File: config.mk
export PLATFORM = sky130hd
export DESIGN_NAME = quadrature_encoder_with_acceleration
export DESIGN_NICKNAME = d
export VERILOG_FILES = /design/src/rtl/qenc_pkg.sv /design/src/rtl/quadrature_encoder_with_acceleration.sv
export VERILOG_INCLUDE_DIRS = /design/src /design/src/rtl
export SDC_FILE = /design/constraint.sdc
export NUM_CORES = 1
export LEC_CHECK = 0
export ABC_AREA = 1
export CORE_ASPECT_RATIO = 1.5
export CORE_MARGIN = 2
export CORE_UTILIZATION = 48
export CTS_CLUSTER_DIAMETER = 30
export DETAILED_ROUTE_END_ITERATION = 10
export DONT_BUFFER_PORTS = 1
export GPL_TIMING_DRIVEN = 0
export PLACE_DENSITY = 0.69
export RECOVER_POWER = 25
export SLEW_MARGIN = 30
export SYNTH_ARGS = -nofsm -noshare
export SYNTH_HDL_FRONTEND = slang
export SYNTH_SLANG_ARGS = --single-unit
File: constraint.sdc
create_clock -name clk -period 13.55 [get_ports clk]
set_clock_uncertainty 0.2 [all_clocks]
set_input_delay 2.0325 -clock clk [delete_from_list [all_inputs] [get_ports clk]]
set_output_delay 2.0325 -clock clk [all_outputs]
set_load 0.1 [all_outputs]
File: src/rtl/assert_macros.svh
// Assertion helpers for the encoder RTL.
`ifndef ASSERT_MACROS_SVH
`define ASSERT_MACROS_SVH

// Check a property on every rising clock edge outside of reset.
`define ASSERT_CLK(lbl, prop, msg) \
  lbl: assert property (@(posedge clk) disable iff (rst) (prop)) else $error(msg);

// Check a property on every rising clock edge, reset included.
`define ASSERT_ALWAYS(lbl, prop, msg) \
  lbl: assert property (@(posedge clk) (prop)) else $error(msg);

`endif

File: src/rtl/qenc_pkg.sv
package qenc_pkg;

  // Field widths of the input and result items, the config registers and the accumulator.
  localparam int TimeW  = 32;
  localparam int CountW = 16;
  localparam int DeltaW = 9;
  localparam int PauseW = 24;
  localparam int StepW  = 8;
  localparam int AccW   = 4;

  // Packed stream widths, rounded up to whole bytes.
  localparam int InDataW  = 40;
  localparam int OutDataW = 32;

  // Configuration port.
  localparam int CfgIndexW = 1;
  localparam int CfgDataW  = 24;

  typedef enum logic [CfgIndexW-1:0] {
    REG_PAUSE_LENGTH_US = 1'b0,
    REG_FAST_STEP       = 1'b1
  } cfg_reg_t;

  localparam logic [PauseW-1:0] PauseReset = 24'd25000;
  localparam logic [StepW-1:0]  FastReset  = 8'd10;

  // Both pins high after reset.
  localparam logic [1:0] AbReset = 2'b11;

  // Detent thresholds on the quarter-step accumulator.
  localparam logic signed [AccW-1:0] AccUpLimit   = 4'sd3;
  localparam logic signed [AccW-1:0] AccDownLimit = -4'sd3;

  localparam logic signed [CountW:0] CountMax = 17'sd32767;
  localparam logic signed [CountW:0] CountMin = -17'sd32768;

  // Quarter-step value for the pair {previous AB, current AB}.
  // Illegal two-bit jumps and no change both count zero.
  function automatic logic signed [1:0] step_value(input logic [3:0] idx);
    logic signed [1:0] v;
    case (idx)
      4'd1, 4'd7, 4'd8, 4'd14: v = -2'sd1;
      4'd2, 4'd4, 4'd11, 4'd13: v = 2'sd1;
      default: v = 2'sd0;
    endcase
    return v;
  endfunction

endpackage

File: src/rtl/quadrature_encoder_with_acceleration.sv
// Channel   Dir  Width  Contents (lowest bit first)
// s_axis    in   40     pin_a, pin_b, time_us[31:0], clear_count
// m_axis    out  32     count[15:0], delta[8:0]
// cfg       in   24     0: pause_length_us, 1: fast_step
//
// One item per clock unless the output stalls: the table lookup, timestamp
// compare and saturating add sit in one combinational pass between the input
// port and the result register. Results are registered in the result register, or
// while the output stalls in a skid register, which keeps s_tready high for one more item.
// rst is synchronous and restores the config registers, encoder state and valid flags.
`include "assert_macros.svh"

module quadrature_encoder_with_acceleration (
  input  logic                           clk,
  input  logic                           rst,
  input  logic                           s_tvalid,
  output logic                           s_tready,
  // pin_a, pin_b, time_us[31:0], clear_count, zero fill
  input  logic [qenc_pkg::InDataW-1:0]   s_tdata,
  output logic                           m_tvalid,
  input  logic                           m_tready,
  // count[15:0], delta[8:0], zero fill
  output logic [qenc_pkg::OutDataW-1:0]  m_tdata,
  input  logic                           cfg_we,
  input  logic [qenc_pkg::CfgIndexW-1:0] cfg_index,
  input  logic [qenc_pkg::CfgDataW-1:0]  cfg_data
);
  import qenc_pkg::*;

  // Configuration registers.
  logic [PauseW-1:0] pause_length_us;
  logic [StepW-1:0]  fast_step;

  // Encoder state.
  logic [1:0]                previous_ab;
  logic signed [AccW-1:0]    step_acc;
  logic [TimeW-1:0]          last_up_time;
  logic [TimeW-1:0]          last_down_time;
  logic signed [CountW-1:0]  position;

  // Result register and skid register.
  logic                     skid_valid;
  logic [OutDataW-1:0]      skid_data;

  // Next-state values.
  logic signed [AccW-1:0]    step_acc_next;
  logic signed [CountW-1:0]  position_next;
  logic [OutDataW-1:0]       result;

  logic                     s_fire;
  logic                     in_a, in_b, in_clear;
  logic [TimeW-1:0]         in_time;
  logic [1:0]               cur_ab;
  logic signed [AccW-1:0]   acc_sum;
  logic                     move_up, move_down;
  logic [TimeW-1:0]         elapsed;
  logic                     fast;
  logic signed [DeltaW-1:0] change;
  logic signed [CountW-1:0] base;
  logic signed [CountW:0]   sum;
  logic signed [DeltaW-1:0] delta;

  assign s_tready = ~skid_valid;
  assign s_fire   = s_tvalid & s_tready;

  // Unpack the input item.
  assign in_a     = s_tdata[0];
  assign in_b     = s_tdata[1];
  assign in_time  = s_tdata[TimeW+1:2];
  assign in_clear = s_tdata[TimeW+2];
  assign cur_ab   = {in_a, in_b};

  // Decode one sample: quarter steps, detent detection, fast check, clear, saturation.
  always_comb begin
    acc_sum   = step_acc + AccW'(step_value({previous_ab, cur_ab}));
    move_up   = acc_sum > AccUpLimit;
    move_down = acc_sum < AccDownLimit;
    elapsed   = move_up ? (in_time - last_up_time) : (in_time - last_down_time);
    fast      = elapsed < {{(TimeW-PauseW){1'b0}}, pause_length_us};
    change    = '0;
    if (move_up) begin
      change = fast ? $signed({1'b0, fast_step}) : DeltaW'(1);
    end else if (move_down) begin
      change = fast ? -$signed({1'b0, fast_step}) : -DeltaW'(1);
    end
    step_acc_next = (move_up | move_down) ? '0 : acc_sum;
    base = in_clear ? '0 : position;
    sum  = CountW'(base) + (CountW+1)'(change);
    if (sum > CountMax) begin
      position_next = CountW'(CountMax);
    end else if (sum < CountMin) begin
      position_next = CountW'(CountMin);
    end else begin
      position_next = CountW'(sum);
    end
    delta  = DeltaW'(position_next - base);
    result = {{(OutDataW-CountW-DeltaW){1'b0}}, delta, position_next};
  end

  // Configuration writes.
  always_ff @(posedge clk) begin
    if (rst) begin
      pause_length_us <= PauseReset;
      fast_step       <= FastReset;
    end else if (cfg_we) begin
      unique case (cfg_reg_t'(cfg_index))
        REG_PAUSE_LENGTH_US: pause_length_us <= cfg_data[PauseW-1:0];
        REG_FAST_STEP:       fast_step       <= cfg_data[StepW-1:0];
        default: ;
      endcase
    end
  end

  // Encoder state advances with every accepted item.
  always_ff @(posedge clk) begin
    if (rst) begin
      previous_ab    <= AbReset;
      step_acc       <= '0;
      last_up_time   <= '0;
      last_down_time <= '0;
      position       <= '0;
    end else if (s_fire) begin
      previous_ab <= cur_ab;
      step_acc    <= step_acc_next;
      position    <= position_next;
      if (move_up) begin
        last_up_time <= in_time;
      end
      if (move_down) begin
        last_down_time <= in_time;
      end
    end
  end

  // Output register with a skid stage behind it.
  always_ff @(posedge clk) begin
    if (rst) begin
      m_tvalid   <= 1'b0;
      skid_valid <= 1'b0;
    end else begin
      if (!m_tvalid || m_tready) begin
        if (skid_valid) begin
          m_tvalid   <= 1'b1;
          skid_valid <= 1'b0;
        end else begin
          m_tvalid <= s_fire;
        end
      end else if (s_fire) begin
        skid_valid <= 1'b1;
      end
    end
  end

  always_ff @(posedge clk) begin
    if (!m_tvalid || m_tready) begin
      if (skid_valid) begin
        m_tdata <= skid_data;
      end else if (s_fire) begin
        m_tdata <= result;
      end
    end
    if (s_fire && m_tvalid && !m_tready) begin
      skid_data <= result;
    end
  end

  // A waiting skid item always has a result ahead of it.
  `ASSERT_CLK(a_skid_behind_main, skid_valid |-> m_tvalid, "skid holds an item with no result ahead")
  // The accumulator is cleared at each detent, so it stays within three steps.
  `ASSERT_CLK(a_acc_range, (step_acc <= AccUpLimit) && (step_acc >= AccDownLimit), "step accumulator out of range")
  // After an accepted item, a result is always valid in the next cycle.
  `ASSERT_CLK(a_fire_gives_result, s_fire |=> m_tvalid, "accepted item produced no result")
  // A detent move never leaves the accumulator nonzero.
  `ASSERT_CLK(a_detent_clears, (s_fire && (move_up || move_down)) |=> (step_acc == '0), "accumulator not cleared after detent")

endmodule
* Word level (Yosys, flattened, before mapping) *
Memories as Yosys holds them, arrays and structs flattened.
Index checks and enable logic that the tools add are counted.

word-level totals
  register bits = 170
  latch bits = 0
  RAM bits = 0
  ROM bits = 32
  input bits = 70
  logic and storage cells = 51
  memories = 1

cells by class
  add/sub/neg operators = 6
  multipliers = 0
  divide/modulo/power cells = 0
  magnitude comparators = 5
  equality and inequality tests = 0
  shifts and indexed selects = 0
  mux-type cells = 12
  bitwise operators = 4
  reductions and logical operators = 12

memory list
  memory           words  bits a word  rd ports  clocked after Yosys merged registers in  wr ports  RTL line        source
  (no name shown)  16     2            1         0                                        0         qenc_pkg.sv:41  case (idx)

operators by type and width
  kind                                                             count
  subtractor 32 bit                                                2
  2-to-1 mux 25 bit                                                2
  2-to-1 mux 16 bit                                                3
  less-than comparator 32 x 24 -> 1 bit                            1
  2-to-1 mux 32 bit                                                1
  2-to-1 mux 9 bit                                                 3
  adder 16 x 9 -> 17 bit                                           1
  greater-than comparator 17 x 16 -> 1 bit, second input constant  1
  less-than comparator 17 x 16 -> 1 bit, second input constant     1
  AND reduction 2 bit                                              5
  negation 8 -> 9 bit                                              1
  subtractor 9 bit                                                 1
  2-to-1 mux 8 bit                                                 1
  adder 4 x 2 -> 4 bit                                             1
  greater-than comparator 4 x 3 -> 1 bit, second input constant    1
  less-than comparator 4 x 3 -> 1 bit, second input constant       1
  2-to-1 mux 4 bit                                                 1
  logical AND 1 bit                                                2
  logical NOT 1 bit                                                2
  inverter 1 bit                                                   2
  nonzero test 2 bit                                               1
  OR reduction 2 bit                                               1
  AND 1 bit                                                        1
  logical OR 1 bit                                                 1
  2 further kinds                                                  2

* Depth between registers and ports, before layout *
Gate-level depths: netlist of run 1.
An unclocked memory read counts as a cell.

  depth in word-level cells = 15
  depth in mapped cells = 74
  depth with buffers taken out = 70

* Least setup slack after synthesis of run 1 *
OpenSTA, ideal clock, no wires.

  path type = input-to-reg
  start = input port s_tdata[0] (netlist bit)
  end = register skid_data[24] (data pin)
  arrival = 10.056 ns
  setup slack = 3.040 ns
  stages = 62
  path buffers = 4
  path through = inv_1 -> ha_1 -> xnor2_1 -> xor2_1 -> inv_1 -> ha_1 -> fa_1 -> xnor2_1 -> inv_1 -> nand3_2 -> buf_2 -> inv_1 -> buf_2 -> nand2_1 -> o21ai_0 -> ha_1 -> fa_1 -> o21ai_2 -> [... 26 more ...] -> inv_2 -> nand2_2 -> buf_6 -> o21ai_1 -> ha_1 -> inv_1 -> fa_1 -> nand3_1 -> nand2_1 -> a21oi_1 -> o21bai_1 -> nand2_1 -> nand2_1 -> a21o_1 -> nand2_1 -> nand2_1 -> nand3b_1 -> and2_1

on the way
  longest elaborated chain between the ends = 13
  elaborated cells on any way between the ends = 16
  classes of those cells = 3 x add/sub; 5 x order compare; 7 x mux; 1 x memory

RTL lines
  item                                    RTL line                                     source
  start, declared                         quadrature_encoder_with_acceleration.sv:19   input logic [qenc_pkg::InDataW-1:0] s_tdata,
  memory read (16 x 2 bit) *              --
  adder 4 x 2 -> 4 bit *                  quadrature_encoder_with_acceleration.sv:75   acc_sum = step_acc + AccW'(step_value({previous_ab, cur_ab}));
  greater-than comparator 4 x 3 -> 1 bit  quadrature_encoder_with_acceleration.sv:76   move_up = acc_sum > AccUpLimit;
  2-to-1 mux 32 bit                       quadrature_encoder_with_acceleration.sv:78   elapsed = move_up ? (in_time - last_up_time) : (in_time - last_down_time);
  less-than comparator 32 x 24 -> 1 bit   quadrature_encoder_with_acceleration.sv:79   fast = elapsed < {{(TimeW-PauseW){1'b0}}, pause_length_us};
  2-to-1 mux 9 bit                        quadrature_encoder_with_acceleration.sv:84   change = fast ? -$signed({1'b0, fast_step}) : -DeltaW'(1);
  2-to-1 mux 9 bit                        quadrature_encoder_with_acceleration.sv:83   end else if (move_down) begin
  2-to-1 mux 9 bit *                      quadrature_encoder_with_acceleration.sv:81   if (move_up) begin
  adder 16 x 9 -> 17 bit *                quadrature_encoder_with_acceleration.sv:88   sum = CountW'(base) + (CountW+1)'(change);
  less-than comparator 17 x 16 -> 1 bit   quadrature_encoder_with_acceleration.sv:91   end else if (sum < CountMin) begin
  2-to-1 mux 16 bit                       quadrature_encoder_with_acceleration.sv:91
  2-to-1 mux 16 bit *                     quadrature_encoder_with_acceleration.sv:89   if (sum > CountMax) begin
  subtractor 9 bit *                      quadrature_encoder_with_acceleration.sv:96   delta = DeltaW'(position_next - base);
  via delta[8]                            quadrature_encoder_with_acceleration.sv:61   logic signed [DeltaW-1:0] delta;
  end signal, assigned                    quadrature_encoder_with_acceleration.sv:163  skid_data <= result;
  end, declared                           quadrature_encoder_with_acceleration.sv:43   logic [OutDataW-1:0] skid_data;

Mark *: on every way through the listed nets, which the timed path passes. The rest lies on a longest branch.
A chain may end at the register's enable or synchronous reset.

* Worst setup path in the final report of run 1 *
Same ends and word-level chain as after synthesis.

==> run summary, run 1 <==
• outcome: finished, violations left
• violated checks: capacitance limit, slew limit
• top cells by instance count after synthesis: 315 x nand2_1, 210 x inv_1, 161 x o21ai_0, 151 x nor2_1, 137 x a21oi_1
• number of vias per cell after detailed routing: 5.21
• fraction of synthesized cell area taken by the top area cell type: 22.1%
• # hold bufs at CTS: 0
• count leader, synth: nand2_1
• final standard cell area without fillers: 0.0119 mm²
• data required time of the worst path: 13560 ps
• capturing element type of the critical path: flop
• met3 demand-to-capacity share in global routing: 5.74%
• total gr overflow: 0
• synthesis warning total: 0
• clock insertion delay at the later pin of the skew report: 460 ps
• master of the slowest instance on the critical path: ha_1
• Netlist Area Pre-Place: 0.0109 mm²
• core area: 0.0223 mm²
• slack of the critical path: 1700 ps
• CTS tree: built
• area share of and/or/nand/nor cells after synthesis: 22.0%
• fin nets: 1700
• number of cells in the design after placement: 1797
• Horiz. Die Dim: 127 µm
• sequential cell area: 0.00390 mm²
• pwr dens: 232 mW/mm²
• register area share after synthesis: 35.9%
• Row Count: 67
• total die area: 0.0239 mm²
• highest ir drop seen on vdd: 0.000103 V
• RSZ-0062 raised after global routing: no
• Post-CTS Setup Repair Bufs: 0
• number of buffers between clock root and the deepest sink: 2
• multiplexer fraction of the synthesized cell area: 0%
• synthesized-area fraction occupied by ao, oa, aoi and oai cells: 17.5%
• TritonCTS buffer count: 17
• DR vias: 9536
• total length of routed wires: 28200 µm
• final critical delay including setup and external delays: 11850 ps
• number of antenna violations at the first check in global routing: 1
• most frequent cell on the critical path: nand2_1
• WL/cell: 15.4 µm
• effective utilization at floorplan: 48.8%
• peak-usage layer in the global routing report: met2
• Clock transition at path regs: 70 ps
• final hold violation count: 0
• area used by multi-input combinational logic: 0.00590 mm²
• share of the cycle needed by the critical path after routing: 87.5%
• global-route wire length before repair: 45200 µm
• xor/xnor cell area share of the yosys netlist: 3.87%
• number of standard cells in the layout, taps in and fillers out: 1829
• f_max: 84.4 MHz
• first-pass iteration count of the detailed router: 5
• floorplan die height: 188 µm
• slowest cell delay on critical path: 430 ps
• routability cong.: 0.928
• GR Util met2: 45.3%
• Post-Synth Adder-Cell Area: 10.6%
• Total Neg Setup Slack: 0 ps
• Lkg Pwr: 0.00565 µW
• drt first-iter violations: 486
• most frequently used flop master after synthesis: dfxtp_1
• number of global-route vias before repair: 9173
• clk root buf: clkbuf_16
• # IOs: 104
• cell taking the most area after synthesis: dfxtp_1
• post-synthesis cell type count: 45
• Post-Synthesis Mean Instance Area: 7.19 µm²
• post-synthesis cell count: 1513
• worst path arrival time: 11860 ps
• area of placed instances: 0.0113 mm²
• DPL Wire Length: 22800 µm
• pin count of the biggest net entering global routing: 26
• diode insertion count for antenna repair: 0
• # H-tree levels: 4
• maximum capacitance violations: 1
• Worst Hold Class: flop to flop
• grt met1 use: 23.9%
• fraction of final layout cells with drive strength greater than 1: 6.05%
• gr usage total: 24.1%
• DRC Markers: 0
• # port buffers: 0
• combinational family with the most area after synthesis: simple AND/OR/NAND/NOR gates
• tightest slew margin relative to the limit: -20.1%
• post-route antenna net violation count: 0
• Buffers & Inverters on Critical Path: 10
• biggest area contributors in the synthesized netlist: dfxtp_1 22%, edfxtp_1 14%, nand2_1 11%
• final-report setup violation count: 0
• Post-synth EDFFs: 50
• maximum fanout along the worst path: 10
• category of cells accounting for the largest share of critical-path delay: adder cells
• CTS sink count: 170
• pins over their slew limit: 26
• post-cts repair resize count: 0
• count of state elements after synthesis: 170
• layout filler cell count: 2214
• kind of launch point of the worst setup path: primary input
• post-placement worst setup slack: 1170 ps
• final standard cell utilization of the core: 53.5%
• area added between synthesis and finish: 9.59%
• slew at the pin closest to its max-slew limit: 1800 ps
• proportion of register bits with asynchronous set or reset after synthesis: 0%
• kind of critical path: primary input to flop
## power by group
group	total (µW)	switching (µW)	internal, µW
logic	1270	817	454
clock network	529	225	304
registers	961	281	680
## registers in the layout, summed over array words and instances, names as in the netlist
name / cells
previous_ab: 2
m_tdata: 25
skid_valid: 1
skid_data: 25
position: 16
m_tvalid: 1
step_acc: 4
fast_step: 8
last_down_time: 32
pause_length_us: 24
last_up_time: 32
## tightest hold or removal path: stages, from the launching register on
cell     delay, ps
dfxtp_1        300
inv_1           50
a21oi_1         50
## cell families (layout without fill, tap and decap cells)
logic type,after synthesis,in the layout
AND/OR/NAND/NOR,573,573
other,1,7
AO/OA/AOI/OAI,355,355
flip-flops,170,170
adder cells (fa/ha/maj),90,90
XOR/XNOR,48,48
buffers and inverters,276,310
## layout by cell type (no fill, tap or decap), types with 10 or more instances in the layout
| cell | synthesis | layout |
|---|---|---|
| xor2_1 | 37 | 37 |
| nand3_1 | 47 | 47 |
| clkbuf_1 | 39 | 39 |
| nor3_1 | 12 | 12 |
| o21ai_0 | 161 | 161 |
| dfxtp_1 | 120 | 120 |
| a31oi_1 | 10 | 10 |
| nand2_2 | 11 | 11 |
| o211ai_1 | 11 | 11 |
| xnor2_1 | 11 | 11 |
| a21oi_1 | 137 | 137 |
| clkbuf_16 | 0 | 19 |
| a21o_1 | 10 | 10 |
| inv_1 | 210 | 211 |
| edfxtp_1 | 50 | 50 |
| nor2_1 | 151 | 151 |
| ha_1 | 86 | 86 |
| nand2_1 | 315 | 315 |
## layer usage
layer  part of all wire, %  up-vias  wire (µm)
met5                     0        -          0
met4                   5.1        0       1430
met3                   4.3       80       1220
met2                    53      227      15100
met1                    37     4259      10500
li1                      -     4970          -
## metrics by stage
stage	power [µW]	hold WS [ps]
4_1_cts	2770	253
3_3_place_gp	2210	238
2_1_floorplan	1940	225
6_report	2760	249
3_5_place_dp	2240	243
5_1_grt	2980	269
## area by class of cell
| cell class | count | area share [%] |
|---|---|---|
| plain buffers | 59 | 2.33 |
| clock buffers | 20 | 4.10 |
| clock inverters | 12 | 1.23 |
| inverters | 217 | 6.83 |
| multi-input cells | 1073 | 49.5 |
| flip-flops and latches | 170 | 32.8 |
| well taps | 276 | 2.90 |
| repair buffers | 2 | 0.325 |
## path summary, 6_finish.rpt
path	slack, ps	cells after the start	to	from
min	250	2	last_down_time[0]$_SDFFE_PP0P_	last_down_time[0]$_SDFFE_PP0P_
max	1700	58	skid_data[24]$_DFFE_PP_	s_tdata[0]
max reg2reg	3240	56	skid_data[24]$_DFFE_PP_	previous_ab[0]$_SDFFE_PP1P_
min reg2reg	250	2	last_down_time[0]$_SDFFE_PP0P_	last_down_time[0]$_SDFFE_PP0P_
Power figures use the tool's default switching activity.
==> run 2: changes to the inputs <==
--- a/config.mk
+++ b/config.mk
@@ -7,7 +7,7 @@
 export NUM_CORES = 1
 export LEC_CHECK = 0
 export ABC_AREA = 1
-export CORE_ASPECT_RATIO = 1.5
+export CORE_ASPECT_RATIO = 0.6
 export CORE_MARGIN = 2
 export CORE_UTILIZATION = 48
 export CTS_CLUSTER_DIAMETER = 30
==> run 2 against run 1 <==
Against the previous run: the run now ends clean; clock-buffer cell count stayed put; combinational power up 3%; final cell count grew 1.9%; register-to-register slack got worse by 200 ps; largest power group unchanged; critical endpoint unchanged.
==> run summary, run 2 (same netlist as run 1, synthesis figures left out) <==
• sequential cell area: 0.00390 mm², unchanged
• area added between synthesis and finish: 9.51%, was 9.59%
• CTS tree: built, unchanged
• number of buffers between clock root and the deepest sink: 2, unchanged
• capturing element type of the critical path: flop, unchanged
• CTS sink count: 170, unchanged
• # IOs: 104, unchanged
• clock group share of total power: 17.5%, was 19.2%
• WL/cell: 16.4 µm, was 15.4 µm
• Total Neg Setup Slack: 0 ps, unchanged
• # hold bufs at CTS: 0, unchanged
• post-route antenna net violation count: 0, unchanged
• outcome: finished clean, was finished, violations left
• Horiz. Die Dim: 198 µm, was 127 µm
• pins over their slew limit: 0, was 26
• drt first-iter violations: 806, was 486
• post-cts repair resize count: 0, unchanged
• Largest regs: last_down_time (32), last_up_time (32), unchanged
• # port buffers: 0, unchanged
• kind of launch point of the worst setup path: primary input, unchanged
• Worst Hold Class: flop to flop, unchanged
• highest-count cells in the layout ignoring fill and taps: 315 x nand2_1, 210 x inv_1, 161 x o21ai_0, 150 x nor2_1, 137 x a21oi_1, was 315 x nand2_1, 211 x inv_1, 161 x o21ai_0, 151 x nor2_1, 137 x a21oi_1
• overall power consumption: 2760 µW, about the same
• Post-CTS Setup Repair Bufs: 0, unchanged
• final-report setup violation count: 0, unchanged
• slowest cell delay on critical path: 400 ps, was 430 ps
• area used by multi-input combinational logic: 0.00591 mm², was 0.00590 mm²
• # H-tree levels: 4, unchanged
• gr usage total: 26.5%, was 24.1%
• number of global-route vias before repair: 8915, was 9173
• share of the cycle needed by the critical path after routing: 88.9%, was 87.5%
• worst hold margin: 252 ps, was 249 ps
• effective utilization at floorplan: 49.2%, was 48.8%
• GR Util met2: 34.1%, was 45.3%
• total length of routed wires: 30600 µm, was 28200 µm
• grt met1 use: 42.2%, was 23.9%
• final standard cell area without fillers: 0.0119 mm², about the same
• DRC Markers: 0, unchanged
• R2R setup slack: 3040 ps, was 3240 ps
• kind of critical path: primary input to flop, unchanged
• peak-usage layer in the global routing report: met1, was met2
• most frequent cell on the critical path: nand2_1, unchanged
• met3 demand-to-capacity share in global routing: 7.70%, was 5.74%
• switch share: 49.5%, was 47.9%
• Net Switching: 1370 µW, was 1320 µW
• number of vias per cell after detailed routing: 5.34, was 5.21
• P_int: 1390 µW, was 1440 µW
• data required time of the worst path: 13560 ps, about the same
• fin nets: 1701, was 1700
• routability cong.: 0.927, was 0.928
• total gr overflow: 0, unchanged
• DPL Wire Length: 24200 µm, was 22800 µm
• final hold violation count: 0, unchanged
• clock insertion delay at the later pin of the skew report: 450 ps, was 460 ps
• proportion of power drawn by flip-flops and latches: 35.0%, was 34.8%
• worst path arrival time: 12060 ps, was 11860 ps
• f_max: 83.0 MHz, was 84.4 MHz
• maximum fanout along the worst path: 10, unchanged
• TritonCTS buffer count: 17, unchanged
• floorplan die height: 121 µm, was 188 µm
• fraction of final layout cells with drive strength greater than 1: 5.98%, was 6.05%
• clk root buf: clkbuf_16, unchanged
• Clock transition at path regs: 70 ps, about the same
• Lkg Pwr: 0.00560 µW, was 0.00565 µW
• commonest non-fill, non-tap cell in the layout: nand2_1, unchanged
• slew at the pin closest to its max-slew limit: 1010 ps, was 1800 ps
• RSZ-0062 raised after global routing: no, unchanged
• maximum capacitance violations: 0, was 1
• tightest slew margin relative to the limit: 32.8%, was -20.1%
• pwr dens: 232 mW/mm², about the same
• final critical delay including setup and external delays: 12040 ps, was 11850 ps
• combinational cell fraction of total power: 47.5%, was 46.0%
• global-route wire length before repair: 48600 µm, was 45200 µm
• number of antenna violations at the first check in global routing: 2, was 1
• Row Count: 42, was 67
• master of the slowest instance on the critical path: fa_1, was ha_1
• highest ir drop seen on vdd: 0.000109 V, was 0.000103 V
• pin count of the biggest net entering global routing: 19, was 26
• area of placed instances: 0.0114 mm², was 0.0113 mm²
• first-pass iteration count of the detailed router: 5, unchanged
• DR vias: 9949, was 9536
• core area: 0.0221 mm², was 0.0223 mm²
• layout filler cell count: 2158, was 2214
• total die area: 0.0239 mm², about the same
[run 2: path summary, 6_finish.rpt]
check | start | endpoint | cells past startpoint
min | last_down_time[23]$_SDFFE_PP0P_ | last_down_time[23]$_SDFFE_PP0P_ | 2
min reg2reg | last_down_time[23]$_SDFFE_PP0P_ | last_down_time[23]$_SDFFE_PP0P_ | 2
max reg2reg | previous_ab[0]$_SDFFE_PP1P_ | skid_data[24]$_DFFE_PP_ | 64
max | s_tdata[0] | skid_data[24]$_DFFE_PP_ | 63
[run 2: area by class of cell]
type,count,area share [%]
buffer,59,2.33
clock inverter,12,0.987
multi-input combinational,1073,49.6
tap,308,3.24
antenna,1,0.0210
inverter,217,6.84
timing repair buffer,3,0.431
clock buffer,20,3.75
sequential,170,32.8
[run 2: critical path: cells and delay by family]
family,cells,cell delay [ps]
simple gates,28,3020
compound gates,10,1910
buf+inv,12,1660
fa+ha+maj,9,2670
xor+xnor,4,690
[run 2: per-stage QoR]
step / util, % / setup WS (ps) / cells
after detailed placement: 51.4 / 1270 / 1830
after global routing: 53.8 / 551 / 1862
final: 53.8 / 1510 / 1863
after global placement: 51.0 / 1320 / 1827
after floorplan: - / 3040 / 1519
after CTS: 54.0 / 1710 / 1862
[run 2: power by group through the flow]
stage / Combinational [µW] / Sequential [µW] / Clock (µW)
floorplan: 978 / 965 / 0
global placement: 1250 / 975 / 0
detailed placement: 1280 / 976 / 0
CTS: 1290 / 966 / 491
global route: 1490 / 975 / 509
finish: 1310 / 965 / 483
[run 2: routing by layer]
| layer | wire length [µm] | vias up | share of wire [%] |
|---|---|---|---|
| li1 | - | 4990 | - |
| met1 | 16200 | 4596 | 53 |
| met2 | 11000 | 336 | 36 |
| met3 | 3020 | 25 | 9.9 |
| met4 | 291 | 2 | 0.95 |
| met5 | 13 | - | 0.042 |
==> run 3: changes to the inputs <==
--- a/config.mk
+++ b/config.mk
@@ -6,7 +6,6 @@
 export SDC_FILE = /design/constraint.sdc
 export NUM_CORES = 1
 export LEC_CHECK = 0
-export ABC_AREA = 1
 export CORE_ASPECT_RATIO = 0.6
 export CORE_MARGIN = 2
 export CORE_UTILIZATION = 48
==> run 3 against run 2 <==
Against the previous run: setup slack got worse by 1100 ps; synthesized cell count shrank 16%; sequential share of layout area up 0.11 points; combinational power shrank 51%; final cell count down 14%; flip-flop and latch count is the same; non-clock buffer count increased by 13; register-to-register slack got worse by 1200 ps; largest power group is now registers; maximum frequency shrank 8.1%; die area decreased by 2.8%; clock-buffer cell count fell by 3; utilization grew 1.9 points.
==> run summary, run 3 <==
• Clock transition at path regs: 70 ps, about the same
• number of antenna violations at the first check in global routing: 0, was 2
• routability cong.: 0.902, was 0.927
• pin count of the biggest net entering global routing: 26, was 19
• fraction of synthesized cell area taken by the top area cell type: 22.7%, was 22.1%
• number of standard cells in the layout, taps in and fillers out: 1607, was 1863
• Hold Crit Start: last_down_time[1]$_SDFFE_PP0P_, was last_down_time[23]$_SDFFE_PP0P_
• DRC Markers: 0, unchanged
• kind of critical path: primary input to flop, unchanged
• highest-count cells in the layout ignoring fill and taps: 278 x nand2_1, 148 x a21oi_1, 120 x dfxtp_1, 83 x ha_1, 65 x inv_1, was 315 x nand2_1, 210 x inv_1, 161 x o21ai_0, 150 x nor2_1, 137 x a21oi_1
• category of cells accounting for the largest share of critical-path delay: compound AO/OA/AOI/OAI gates, was simple AND/OR/NAND/NOR gates
• f_max: 76.3 MHz, was 83.0 MHz
• number of vias per cell after detailed routing: 5.78, was 5.34
• first-pass iteration count of the detailed router: 5, unchanged
• clock insertion delay at the later pin of the skew report: 450 ps, about the same
• highest ir drop seen on vdd: 0.0000898 V, was 0.000109 V
• maximum capacitance violations: 0, unchanged
• drt first-iter violations: 699, was 806
• post-placement worst setup slack: -2340 ps, was 1270 ps
• diode insertion count for antenna repair: 0, was 1
• # IOs: 104, unchanged
• capturing element type of the critical path: flop, unchanged
• pwr dens: 166 mW/mm², was 232 mW/mm²
• worst path arrival time: 13110 ps, was 12060 ps
• DR vias: 9292, was 9949
• slack of the critical path: 443 ps, was 1510 ps
• # H-tree levels: 4, unchanged
• Post-synth EDFFs: 50, unchanged
• biggest area contributors in the synthesized netlist: dfxtp_1 23%, edfxtp_1 14%, ha_1 10%, was dfxtp_1 22%, edfxtp_1 14%, nand2_1 11%
• Row Count: 41, was 42
• count of state elements after synthesis: 170, unchanged
• pins over their slew limit: 0, unchanged
• sink of the worst hold path: last_down_time[1]$_SDFFE_PP0P_, was last_down_time[23]$_SDFFE_PP0P_
• Post-Synthesis Mean Instance Area: 8.29 µm², was 7.19 µm²
• effective utilization at floorplan: 49.6%, was 49.2%
• outcome: finished clean, unchanged
• WL/cell: 17.7 µm, was 16.4 µm
• count leader, synth: nand2_1, unchanged
• number of cell instances on the worst register-to-register path: 45, was 64
• proportion of register bits with asynchronous set or reset after synthesis: 0%, unchanged
• final-report setup violation count: 0, unchanged
• final hold violation count: 0, unchanged
• total gr overflow: 0, unchanged
• top cells by instance count after synthesis: 279 x nand2_1, 154 x a21oi_1, 120 x dfxtp_1, 86 x ha_1, 65 x inv_1, was 315 x nand2_1, 210 x inv_1, 161 x o21ai_0, 151 x nor2_1, 137 x a21oi_1
• cell taking the most area after synthesis: dfxtp_1, unchanged
• post-route antenna net violation count: 0, unchanged
• Horiz. Die Dim: 196 µm, was 198 µm
• gr usage total: 24.5%, was 26.5%
• terminus of the critical flop-to-flop path: m_tdata[24]$_DFFE_PP_, was skid_data[24]$_DFFE_PP_
• Lkg Pwr: 0.00457 µW, was 0.00560 µW
• data required time of the worst path: 13550 ps, was 13560 ps
• area added between synthesis and finish: 12.4%, was 9.51%
• clk root buf: clkbuf_16, unchanged
• synthesis warning total: 0, unchanged
• TritonCTS buffer count: 17, unchanged
• slowest cell delay on critical path: 560 ps, was 400 ps
• total length of routed wires: 28500 µm, was 30600 µm
• R2R setup slack: 1830 ps, was 3040 ps
• # port buffers: 0, unchanged
• master of the slowest instance on the critical path: a2111o_1, was fa_1
• Worst Hold Class: flop to flop, unchanged
• number of cells in the design after placement: 1561, was 1830
• CTS tree: built, unchanged
• Netlist Area Pre-Place: 0.0106 mm², was 0.0109 mm²
• slew at the pin closest to its max-slew limit: 1110 ps, was 1010 ps
• number of buffers between clock root and the deepest sink: 2, unchanged
• tightest slew margin relative to the limit: 26.2%, was 32.8%
• core area: 0.0213 mm², was 0.0221 mm²
• fraction of final layout cells with drive strength greater than 1: 9.56%, was 5.98%
• CTS sink count: 170, unchanged
• floorplan die height: 119 µm, was 121 µm
• global-route wire length before repair: 44800 µm, was 48600 µm
• number of cells traversed by the worst hold path: 2, unchanged
• Largest regs: last_down_time (32), last_up_time (32), unchanged
• total die area: 0.0232 mm², was 0.0239 mm²
• post-synthesis cell type count: 72, was 45
• Buffers & Inverters on Critical Path: 4, was 12
• most frequently used flop master after synthesis: dfxtp_1, unchanged
• kind of launch point of the worst setup path: primary input, unchanged
• maximum fanout along the worst path: 10, unchanged
• commonest non-fill, non-tap cell in the layout: nand2_1, unchanged
• final critical delay including setup and external delays: 13110 ps, was 12040 ps
• worst r2r src: previous_ab[1]$_SDFFE_PP1P_, was previous_ab[0]$_SDFFE_PP1P_
• DPL Wire Length: 22000 µm, was 24200 µm
• most frequent cell on the critical path: ha_1, was nand2_1
• fin nets: 1475, was 1701
• register area share after synthesis: 37.0%, was 35.9%
• number of global-route vias before repair: 8392, was 8915
• post-synthesis cell count: 1274, was 1513
• share of the cycle needed by the critical path after routing: 96.7%, was 88.9%
[run 3: final cells by class]
type,instances,area [µm²]
fill,1931,9420
sequential,170,3900
clock buffer,17,425
tap,279,349
clock inverter,15,138
buffer,59,292
multi-input combinational,986,6380
inverter,65,244
timing repair buffer,16,141
[run 3: cells by family (layout without fill, tap and decap cells)]
logic type | count (synthesis) | in the layout | share of synthesized area (%)
AND/OR/NAND/NOR | 455 | 455 | 18.9
other | 1 | 7 | 0.0355
AO/OA/AOI/OAI | 345 | 345 | 20.0
multiplexers | 46 | 46 | 4.63
buffers and inverters | 124 | 172 | 4.97
flip-flops | 170 | 170 | 37.0
adder cells (fa/ha/maj) | 90 | 90 | 10.9
XOR/XNOR | 43 | 43 | 3.57
[run 3: worst min-delay path, cell delays in order, from the launching register on]
cell	delay (ps)
dfxtp_1	310
nand2_1	50
a21oi_1	50
[run 3: power breakdown]
part           total [µW]  internal, µW  switching [µW]
clock                 482           256             226
combinational         641           263             378
sequential            844           625             219
[run 3: per-stage QoR]
step	area [µm²]	total power, µW	util (%)	hold slack (ps)	TNS (ps)
after CTS	11600	1940	54.7	256	0
final	11900	1970	55.8	256	0
after global placement	10900	1430	51.4	241	-47640
after detailed placement	11000	1450	51.6	246	-32910
after global routing	11900	2070	55.8	276	-54.7
after floorplan	10600	1310	-	233	0
[run 3: how the worst max path moves through the flow]
stage | start | end | cells after the start
after floorplan | s_tdata[0] | m_tdata[24]$_DFFE_PP_ | 51
after CTS | s_tdata[0] | m_tdata[24]$_DFFE_PP_ | 48
after global placement | s_tdata[0] | m_tdata[24]$_DFFE_PP_ | 50
final | s_tdata[0] | m_tdata[24]$_DFFE_PP_ | 49
after detailed placement | s_tdata[0] | m_tdata[24]$_DFFE_PP_ | 48
after global routing | s_tdata[0] | m_tdata[24]$_DFFE_PP_ | 50
[run 3: repair_timing]
item                                    CTS  global route
endpoints found under the setup margin   16             9
gates resized for setup                  20            36
hold endpoints to repair                  0             0
pin swaps                                 3            14
buffers inserted                          3            11
hold buffers                              0             0
[run 3: metal layers]
layer / share of wire, % / routed length (µm) / track usage, % / vias up
met5: 0 / 0 / 0 / -
met4: 0.89 / 253 / 5.49 / 0
met2: 39 / 11100 / 32.6 / 326
li1: - / - / - / 4546
met1: 51 / 14400 / 38.7 / 4396
met3: 9.7 / 2780 / 6.29 / 24
